===== src/rtl/core/ksc_pkg.sv =====
// shared types and constants for the keyframe segment cutter
`timescale 1ns / 1ps
package ksc_pkg;

  localparam int unsigned SegmentLimitDef = 256;
  localparam int unsigned RingDepth       = 256;
  localparam int unsigned RingAw          = $clog2(RingDepth);
  localparam int unsigned CntW            = RingAw + 1;
  localparam int unsigned PtsW            = 33;
  localparam int unsigned TpsW            = 24;
  localparam int unsigned DurW            = 16;
  localparam int unsigned CfgDataW        = 24;

  typedef enum logic [1:0] {
    CfgSegSeconds = 2'd0,
    CfgMaxEntries = 2'd1,
    CfgTicksPerS  = 2'd2,
    CfgAudioEn    = 2'd3
  } cfg_idx_e;

  typedef enum logic [1:0] {
    KindVideo = 2'd0,
    KindAudio = 2'd1,
    KindOther = 2'd2
  } kind_e;

  typedef enum logic [3:0] {
    S_IDLE,
    S_EVAL,
    S_CMP,
    S_DIV,
    S_ROUND,
    S_PUSH,
    S_WALK,
    S_POST,
    S_OUT
  } state_e;

  typedef struct packed {
    logic            func;
    logic [1:0]      stream_kind;
    logic            key_frame;
    logic [PtsW-1:0] pts_ticks;
  } in_t;

  typedef struct packed {
    logic            forward;
    logic            cut;
    logic            evicted;
    logic            limit_reached;
    logic            final_flag;
    logic [DurW-1:0] seg_duration;
    logic [31:0]     list_first;
    logic [CntW-1:0] list_count;
    logic [DurW-1:0] peak_duration;
    logic [31:0]     segment_number;
  } out_t;

endpackage


===== src/rtl/core/ksc_div.sv =====
// iterative restoring divider, one quotient bit per cycle
`timescale 1ns / 1ps
module ksc_div (
  input  logic                     clk_i,
  input  logic                     rst_ni,
  input  logic                     start_i,
  input  logic [ksc_pkg::PtsW-1:0] dividend_i,
  input  logic [ksc_pkg::TpsW-1:0] divisor_i,
  output logic                     done_o,
  output logic [ksc_pkg::PtsW-1:0] quot_o,
  output logic [ksc_pkg::TpsW-1:0] rem_o
);
  import ksc_pkg::*;

  localparam int unsigned CW = $clog2(PtsW + 1);

  logic [TpsW-1:0] rem_q, rem_d;
  logic [PtsW-1:0] quo_q, quo_d;
  logic [CW-1:0]   cnt_q, cnt_d;
  logic            run_q, run_d, done_q, done_d;
  logic [TpsW:0]   trial;
  logic            ge;

  assign trial = {rem_q, quo_q[PtsW-1]};
  assign ge    = trial >= {1'b0, divisor_i};

  always_comb begin
    rem_d  = rem_q;
    quo_d  = quo_q;
    cnt_d  = cnt_q;
    run_d  = run_q;
    done_d = 1'b0;
    if (start_i) begin
      rem_d = '0;
      quo_d = dividend_i;
      cnt_d = CW'(PtsW);
      run_d = 1'b1;
    end else if (run_q) begin
      rem_d = ge ? TpsW'(trial - {1'b0, divisor_i}) : trial[TpsW-1:0];
      quo_d = {quo_q[PtsW-2:0], ge};
      cnt_d = cnt_q - 1'b1;
      if (cnt_q == CW'(1)) begin
        run_d  = 1'b0;
        done_d = 1'b1;
      end
    end
  end

  always_ff @(posedge clk_i or negedge rst_ni) begin
    if (!rst_ni) begin
      run_q  <= 1'b0;
      done_q <= 1'b0;
      cnt_q  <= '0;
    end else begin
      run_q  <= run_d;
      done_q <= done_d;
      cnt_q  <= cnt_d;
    end
  end

  always_ff @(posedge clk_i) begin
    rem_q <= rem_d;
    quo_q <= quo_d;
  end

  assign done_o = done_q;
  assign quot_o = quo_q;
  assign rem_o  = rem_q;

endmodule


===== config.mk =====
export PLATFORM = sky130hd
export DESIGN_NAME = ksc_div
export DESIGN_NICKNAME = d
export VERILOG_FILES = /design/src/rtl/core/ksc_pkg.sv /design/src/rtl/core/ksc_div.sv
export SDC_FILE = /design/constraint.sdc
export NUM_CORES = 1
export LEC_CHECK = 0
export BUFFER_PORTS_ARGS = -buffer_cell sky130_fd_sc_hd__buf_2
export CAP_MARGIN = 20
export CORE_MARGIN = 1
export CORE_UTILIZATION = 53
export DETAILED_ROUTE_END_ITERATION = 7
export PLACE_DENSITY = 0.81
export SYNTH_ARGS = -nofsm -noshare
export SYNTH_HDL_FRONTEND = slang
export SYNTH_SLANG_ARGS = --single-unit

===== constraint.sdc =====
create_clock -name clk_i -period 3.4 [get_ports clk_i]
set_input_delay 0.17 -clock clk_i [delete_from_list [all_inputs] [get_ports clk_i]]
set_output_delay 0.17 -clock clk_i [all_outputs]
set_load 0.03 [all_outputs]

==> summary.md, run 1 <==
| Metric | Value |
|---|---|
| Commonest cells after routing, fill and taps aside | `sky130_fd_sc_hd__buf_2 (117), sky130_fd_sc_hd__nor2_1 (39), sky130_fd_sc_hd__inv_1 (36)` |
| Num rows | `32` |
| Post-CTS clock slew at the launch and capture registers of the worst setup and hold paths | `80 ps` |
| Arrival time at the worst endpoint | `3150 ps` |
| Most frequent standard cell in the layout excluding fill and tap cells | `sky130_fd_sc_hd__buf_2` |
| Number of H-tree levels | `3` |
| Final Critical Period | `2891 ps` |
| Unrepaired setup endpoints after global routing | `false` |
| Initial cell density of the core | `54.74%` |
| Core Area | `7727 µm²` |
| Yosys warns | `0` |
| Period utilisation layout | `85.02%` |
| EDFF count, synth | `33` |
| Hold Path Class | `in2reg` |
| Sequential area share after synthesis | `39.51%` |
| Finished Cell Area | `5062 µm²` |
| 1st-iter DRT viols | `235` |
| Number of distinct standard cells referenced by the synthesized netlist | `59` |
| Post-layout nets | `635` |
| Setup crit end kind | `flop` |
| Crit start category | `flop` |
| Critical path destination | `rem_o[0]$_SDFFE_PP0P_` |
| Slowest cell on crit path | `sky130_fd_sc_hd__ha_1` |
| Aggregate negative setup slack | `0 ps` |
| Reg2reg end | `rem_o[0]$_SDFFE_PP0P_` |
| Post-placement cell count | `638` |
| Final number of setup-violating endpoints | `0` |
| Die area | `8343 µm²` |
| CP Class | `reg2reg` |
| Number of cells on the critical path | `8` |
| Via count of the first global-routing pass | `3509` |
| Residual antenna-violating net count after detailed routing | `0` |
| Number of remaining DRC errors | `0` |
| Static leakage | `2.354 nW` |
| Number of instances resized during post-cts repair | `0` |
| Post-detailed-placement half-perimeter wirelength | `7.361 mm` |
| Number of iterations in the first detailed-routing pass | `4` |
| TritonCTS clock tree | `built` |
| Sequence of cells on the critical path | `ha_1 > nand4_2 > or3_1 > o311a_1 > nand3_2 > nand2_1 > mux2_2 > a211oi_1` |
| Run status | `finished clean` |
| Routed WL | `9.980 mm` |
| Count of input and output buffers | `117` |
| Worst clock skew | `10.09 ps` |
| Buffers plus inverters on the worst setup path | `0` |
| Setup slack after placement | `524.9 ps` |
| Max-Slew Margin vs Limit | `47.69%` |
| Critical path's top delay family | `simple AND/OR/NAND/NOR gates` |
| WP data required | `3650 ps` |
| Slew Viols, Final | `0` |
| Total GRT Usage | `24.60%` |
| Cell chosen for the clock root | `sky130_fd_sc_hd__clkbuf_8` |
| Launching element of the worst setup path | `rem_o[11]$_SDFFE_PP0P_` |
| Longest individual stage delay on the worst path | `470 ps` |
| Detailed-route via count | `3734` |
| Post-synth top flop | `sky130_fd_sc_hd__edfxtp_1` |
| Diodes inserted | `0` |
| Reg2reg start | `rem_o[11]$_SDFFE_PP0P_` |
| Insertion delay of the later-clocked pin in the worst-skew pair | `350 ps` |
| Overall Power | `3.123 mW` |
| Highest Clock Rate | `346.0 MHz` |
| Maximum buffer depth of the clock tree | `2` |
| Internal reg-to-reg setup slack | `510 ps` |
| Worst r2r path cells | `8` |
| Maximum net fanout on the critical path | `13` |
| Number of antenna violations at the first check in global routing | `0` |
| Die extent in y | `91.34 µm` |
| Global-route wire length before repair | `16.37 mm` |
| Fraction of final layout cells sized beyond drive strength 1 | `31.65%` |
| Hold Violations, Final | `0` |
| Mean routed wirelength per cell | `15.24 µm` |
| Dpl cell area | `4850 µm²` |
| Power per Cell Area | `617.0 nW/µm²` |
| Average cell area after synthesis | `9.703 µm²` |
| Syn_nets | `523` |
| Cell Area, Synth | `4230 µm²` |
| Share of synthesized flip-flops with an asynchronous set or reset | `12.31%` |
| Clk sink count | `65` |
| RePlAce Congestion | `0.8813` |
| Max cap viols | `0` |
| Post-cts hold buffer count | `1` |
| Die extent in x | `91.34 µm` |
| Number of CTS-inserted buffers | `9` |
| Slew at the pin with the worst max-slew slack | `784.7 ps` |
| Largest net degree at the start of global routing | `47` |
| #FFs+latches synth | `65` |
| P&R area growth vs syn | `19.67%` |
| Remaining global-route overflow | `0` |
| Final Worst Setup Slack | `509.5 ps` |
| Post-CTS setup buffers | `0` |
| Number of top-level pins | `118` |
| Per-cell via count in the routed design | `5.701` |
| Worst-case vdd ir drop | `0.0003047 V` |
| Cell count after synthesis | `436` |
| Post-layout instance count excluding filler cells | `655` |
==> stage by stage <==
step / hold WS, ps / util [%]
2_1_floorplan: -125.6 / -
3_3_place_gp: 16.15 / 62.76
3_5_place_dp: 19.09 / 62.76
4_1_cts: 116.6 / 65.51
5_1_grt: 111.3 / 65.51
6_report: 122.6 / 65.51
==> logic make-up (layout without fill, tap and decap cells) <==
| logic type | count (synthesis) | in the layout | share of synthesized area (%) |
|---|---|---|---|
| and+or+nand+nor | 122 | 122 | 14.55 |
| xor gates and xnor gates | 20 | 20 | 4.141 |
| AOI/OAI and AO/OA | 104 | 104 | 16.71 |
| muxes | 43 | 43 | 11.15 |
| DFF | 65 | 65 | 39.51 |
| adders and majority gates | 27 | 27 | 8.163 |
| buffers and inverters | 55 | 172 | 5.767 |
==> cell type report <==
cell class	count	area [µm²]
fill	652	2665
clock buffer	9	123.9
sequential	65	1672
inverter	36	135.1
tap	102	127.6
clock inverter	7	78.83
multi-input combinational	316	2315
timing repair buffer	120	610.6
==> worst register-to-register path, cell delays in order (launching register included) <==
cell	delay, ps
sky130_fd_sc_hd__dfxtp_1	340
sky130_fd_sc_hd__ha_1	470
sky130_fd_sc_hd__nand4_2	170
sky130_fd_sc_hd__or3_1	400
sky130_fd_sc_hd__o311a_1	340
sky130_fd_sc_hd__nand3_2	120
sky130_fd_sc_hd__nand2_1	340
sky130_fd_sc_hd__mux2_2	410
sky130_fd_sc_hd__a211oi_1	210
==> power breakdown <==
group	internal (mW)	switching [mW]
logic	0.482	0.814
registers	1.02	0.127
clock network	0.346	0.332
total	1.85	1.27
==> layer usage <==
metal / vias to the layer above / routed length (µm) / global-route usage, %
li1: 1825 / - / -
met1: 1751 / 4482 / 33.35
met2: 139 / 4761 / 39.33
met3: 19 / 569 / 4.439
met4: 0 / 167 / 8.995
met5: - / 0 / 0
==> how the worst min path moves through the flow <==
stage | from | slack, ps | depth (start not counted) | end
finish | dividend_i[27] | 120 | 2 | quot_o[27]$_DFFE_PP_
global route | dividend_i[21] | 110 | 2 | quot_o[21]$_DFFE_PP_
CTS | dividend_i[23] | 120 | 2 | quot_o[23]$_DFFE_PP_
detailed placement | rst_ni | 20 | 1 | done_o$_DFF_PN0_
global placement | rst_ni | 20 | 1 | done_o$_DFF_PN0_
floorplan | rst_ni | -130 | 0 | cnt_q[0]$_DFFE_PN0P_
==> state kept, by name (all words and copies together) (netlist names) <==
register / flops
cnt_q: 6
run_q: 1
rem_o: 24
done_o: 1
quot_o: 33
==> synthesized netlist by cell type, types with 3 or more instances <==
cell                       instances  area share [%]
sky130_fd_sc_hd__or3_1             8             1.2
sky130_fd_sc_hd__nand3_1          10             1.2
sky130_fd_sc_hd__nor3b_1           3            0.53
sky130_fd_sc_hd__a211oi_1         16             2.8
sky130_fd_sc_hd__nand2b_1          6            0.89
sky130_fd_sc_hd__edfxtp_1         33              23
sky130_fd_sc_hd__nand2_1          26             2.3
sky130_fd_sc_hd__o21bai_1          5            0.89
sky130_fd_sc_hd__mux2i_1          10             2.4
sky130_fd_sc_hd__a21o_1            5            0.89
sky130_fd_sc_hd__a311oi_1          4            0.83
sky130_fd_sc_hd__clkbuf_1         14             1.2
sky130_fd_sc_hd__inv_1            36             3.2
sky130_fd_sc_hd__nor2_1           39             3.5
sky130_fd_sc_hd__xnor2_1          10             2.1
sky130_fd_sc_hd__a21boi_0          3            0.53
sky130_fd_sc_hd__xor2_1           10             2.1
sky130_fd_sc_hd__or4_1             3            0.53
sky130_fd_sc_hd__ha_1             26             7.7
sky130_fd_sc_hd__nor3_1            7            0.83
sky130_fd_sc_hd__a21oi_1          21             2.5
sky130_fd_sc_hd__o21ai_0          17             2.0
sky130_fd_sc_hd__dfrtp_1           8             4.7
sky130_fd_sc_hd__nand3b_1          3            0.53
sky130_fd_sc_hd__a31oi_1           5            0.74
sky130_fd_sc_hd__dfxtp_1          24              11
sky130_fd_sc_hd__mux2_2           33             8.8
sky130_fd_sc_hd__o31a_1            3            0.62
sky130_fd_sc_hd__o211ai_1          5            0.89
sky130_fd_sc_hd__o221ai_1          3            0.62
sky130_fd_sc_hd__o21a_1            5            0.89
No activity file was read; power rests on OpenSTA's default activity.
==> run 2: changes to the inputs <==
--- a/config.mk
+++ b/config.mk
@@ -10,7 +10,7 @@
 export CORE_MARGIN = 1
 export CORE_UTILIZATION = 53
 export DETAILED_ROUTE_END_ITERATION = 7
-export PLACE_DENSITY = 0.81
+export PLACE_DENSITY = 0.89
 export SYNTH_ARGS = -nofsm -noshare
 export SYNTH_HDL_FRONTEND = slang
 export SYNTH_SLANG_ARGS = --single-unit
==> constraint.sdc (replaced) <==
create_clock -name clk_i -period 3.1 [get_ports clk_i]
set_input_delay 0.155 -clock clk_i [delete_from_list [all_inputs] [get_ports clk_i]]
set_output_delay 0.155 -clock clk_i [all_outputs]
set_load 0.03 [all_outputs]
==> run 2 against run 1 <==
  * Global-route usage grew 0.19 points
  * Wire length grew 2.7%
  * Non-clock buffer count grew 2
  * Maximum frequency grew 4.7%
  * Clock skew is essentially flat
  * Combinational power grew 9%
  * Critical path depth grew 1
  * Total power grew 7.5%
==> summary.md, run 2 (synthesis gave the netlist of run 1 again) <==
| Metric | Value |
|---|---|
| Residual antenna-violating net count after detailed routing | `0 (unchanged)` |
| TritonCTS clock tree | `built (unchanged)` |
| Unrepaired setup endpoints after global routing | `false (unchanged)` |
| Hold Path Class | `in2reg (unchanged)` |
| Initial cell density of the core | `54.74% (unchanged)` |
| Highest Clock Rate | `362.1 MHz (was 346.0 MHz)` |
| Dpl cell area | `4865 µm² (was 4850 µm²)` |
| Finished Cell Area | `5054 µm² (was 5062 µm²)` |
| Worst Hold Slack | `106.4 ps (was 122.6 ps)` |
| Largest net degree at the start of global routing | `42 (was 47)` |
| Cell chosen for the clock root | `sky130_fd_sc_hd__clkbuf_8 (unchanged)` |
| Post-Route Utilization | `65.40% (was 65.51%)` |
| Slew Viols, Final | `0 (unchanged)` |
| Area occupied by multi-input gates | `2315 µm² (unchanged)` |
| Via count of the first global-routing pass | `3522 (was 3509)` |
| Number of H-tree levels | `3 (unchanged)` |
| Die extent in y | `91.34 µm (unchanged)` |
| Routed WL | `10.25 mm (was 9.980 mm)` |
| Sw Pwr | `1.411 mW (was 1.273 mW)` |
| Number of antenna violations at the first check in global routing | `0 (unchanged)` |
| Arrival time at the worst endpoint | `2950 ps (was 3150 ps)` |
| Count of input and output buffers | `117 (unchanged)` |
| Register cell area after layout | `1672 µm² (unchanged)` |
| Detailed-route via count | `3757 (was 3734)` |
| Diodes inserted | `0 (unchanged)` |
| Power per Cell Area | `664.6 nW/µm² (was 617.0 nW/µm²)` |
| Final number of setup-violating endpoints | `0 (unchanged)` |
| Largest register FFs | `33 (unchanged)` |
| Remaining global-route overflow | `0 (unchanged)` |
| Total GRT Usage | `24.79% (was 24.60%)` |
| Mean routed wirelength per cell | `15.60 µm (was 15.24 µm)` |
| Die extent in x | `91.34 µm (unchanged)` |
| Worst clock skew | `10.02 ps (was 10.09 ps)` |
| Max cap viols | `0 (unchanged)` |
| Post-layout instance count excluding filler cells | `657 (was 655)` |
| CP Class | `reg2reg (unchanged)` |
| Maximum net fanout on the critical path | `11 (was 13)` |
| Max-Slew Margin vs Limit | `45.90% (was 47.69%)` |
| Number of CTS-inserted buffers | `9 (unchanged)` |
| Static leakage | `2.346 nW (was 2.354 nW)` |
| Number of top-level pins | `118 (unchanged)` |
| Fraction of power spent switching nets | `42.01% (was 40.76%)` |
| Post-CTS setup buffers | `0 (unchanged)` |
| Insertion delay of the later-clocked pin in the worst-skew pair | `340 ps (was 350 ps)` |
| Period utilisation layout | `89.08% (was 85.02%)` |
| Number of instances resized during post-cts repair | `0 (unchanged)` |
| Post-cts hold buffer count | `1 (unchanged)` |
| Final Critical Period | `2761 ps (was 2891 ps)` |
| Crit start category | `flop (unchanged)` |
| Number of remaining DRC errors | `0 (unchanged)` |
| Aggregate negative setup slack | `0 ps (unchanged)` |
| Post-placement cell count | `640 (was 638)` |
| Die area | `8343 µm² (unchanged)` |
| Portion of total power attributed to sequential cells | `37.9% (was 36.8%)` |
| Clk sink count | `65 (unchanged)` |
| Most frequent standard cell in the layout excluding fill and tap cells | `sky130_fd_sc_hd__buf_2 (unchanged)` |
| Fraction of final layout cells sized beyond drive strength 1 | `31.89% (was 31.65%)` |
| 1st-iter DRT viols | `202 (was 235)` |
| Internal Pwr Total | `1.948 mW (was 1.850 mW)` |
| Setup crit end kind | `flop (unchanged)` |
| Global-route wire length before repair | `16.41 mm (was 16.37 mm)` |
| Num rows | `32 (unchanged)` |
| Post-CTS clock slew at the launch and capture registers of the worst setup and hold paths | `90 ps (was 80 ps)` |
| P&R area growth vs syn | `19.46% (was 19.67%)` |
| RePlAce Congestion | `0.8960 (was 0.8813)` |
| Commonest cells after routing, fill and taps aside | `sky130_fd_sc_hd__buf_2 (117), sky130_fd_sc_hd__nor2_1 (39), sky130_fd_sc_hd__inv_1 (36) (unchanged)` |
| Post-detailed-placement half-perimeter wirelength | `7.545 mm (was 7.361 mm)` |
| WP data required | `3290 ps (was 3650 ps)` |
| Core Area | `7727 µm² (unchanged)` |
| Worst-case vdd ir drop | `0.0003154 V (was 0.0003047 V)` |
| Run status | `finished clean (unchanged)` |
| Combinational cell fraction of total power | `42.3% (was 41.5%)` |
| Slew at the pin with the worst max-slew slack | `811.5 ps (was 784.7 ps)` |
| Clock share of power | `19.8% (was 21.7%)` |
| Hold Violations, Final | `0 (unchanged)` |
| Number of iterations in the first detailed-routing pass | `5 (was 4)` |
| Fill cell count | `629 (was 652)` |
| Post-layout nets | `637 (was 635)` |
| Internal reg-to-reg setup slack | `340 ps (was 510 ps)` |
| Maximum buffer depth of the clock tree | `2 (unchanged)` |
| Per-cell via count in the routed design | `5.718 (was 5.701)` |
## run 2: routing by layer
metal,routed length [µm],global-route usage [%],vias to the layer above
met1,4414,32.20,1765
li1,-,-,1824
met5,0,0,-
met3,651,5.695,21
met2,4987,40.97,147
met4,196,7.937,0
## run 2: through the flow
stage | worst slack [ps] | power (mW)
floorplan | 485.3 | 2.323
global placement | 481.6 | 2.630
detailed placement | 369.8 | 2.687
CTS | 358.1 | 3.371
global route | 187.0 | 3.561
finish | 338.7 | 3.359
## run 2: power by group through the flow
stage                     clock (mW)  combinational, mW  sequential (mW)
after floorplan                    0              0.767             1.56
after global placement             0               1.36             1.27
after detailed placement           0               1.40             1.28
after CTS                      0.681               1.42             1.27
after global routing           0.723               1.54             1.30
final                          0.667               1.42             1.27
## run 2: worst paths after layout
kind	startpoint	endpoint	depth (start not counted)
worst max-delay path	rem_o[11]$_SDFFE_PP0P_	rem_o[19]$_SDFFE_PP0P_	9
worst min-delay path	dividend_i[23]	quot_o[23]$_DFFE_PP_	2
worst max register to register	rem_o[11]$_SDFFE_PP0P_	rem_o[19]$_SDFFE_PP0P_	9
worst min register to register	rem_o[6]$_SDFFE_PP0P_	rem_o[6]$_SDFFE_PP0P_	2
max in group asynchronous	rst_ni	cnt_q[4]$_DFFE_PN0P_	2
min in group asynchronous	rst_ni	cnt_q[2]$_DFFE_PN0P_	2
## run 2: layout make-up
| cell class | instances | area share [%] |
|---|---|---|
| clock inverters | 7 | 1.089 |
| clock buffers | 9 | 2.451 |
| well taps | 102 | 2.525 |
| inverters | 36 | 2.674 |
| multi-input cells | 316 | 45.80 |
| flip-flops and latches | 65 | 33.08 |
| repair buffers | 122 | 12.38 |
## run 2: critical path: stages, from the launching register on
cell	delay, ps
sky130_fd_sc_hd__dfxtp_1	340
sky130_fd_sc_hd__ha_1	470
sky130_fd_sc_hd__nand4_2	170
sky130_fd_sc_hd__or3_1	390
sky130_fd_sc_hd__o311a_1	340
sky130_fd_sc_hd__nand3_2	110
sky130_fd_sc_hd__nand2_1	240
sky130_fd_sc_hd__buf_4	250
sky130_fd_sc_hd__a31oi_1	190
sky130_fd_sc_hd__o22ai_1	100
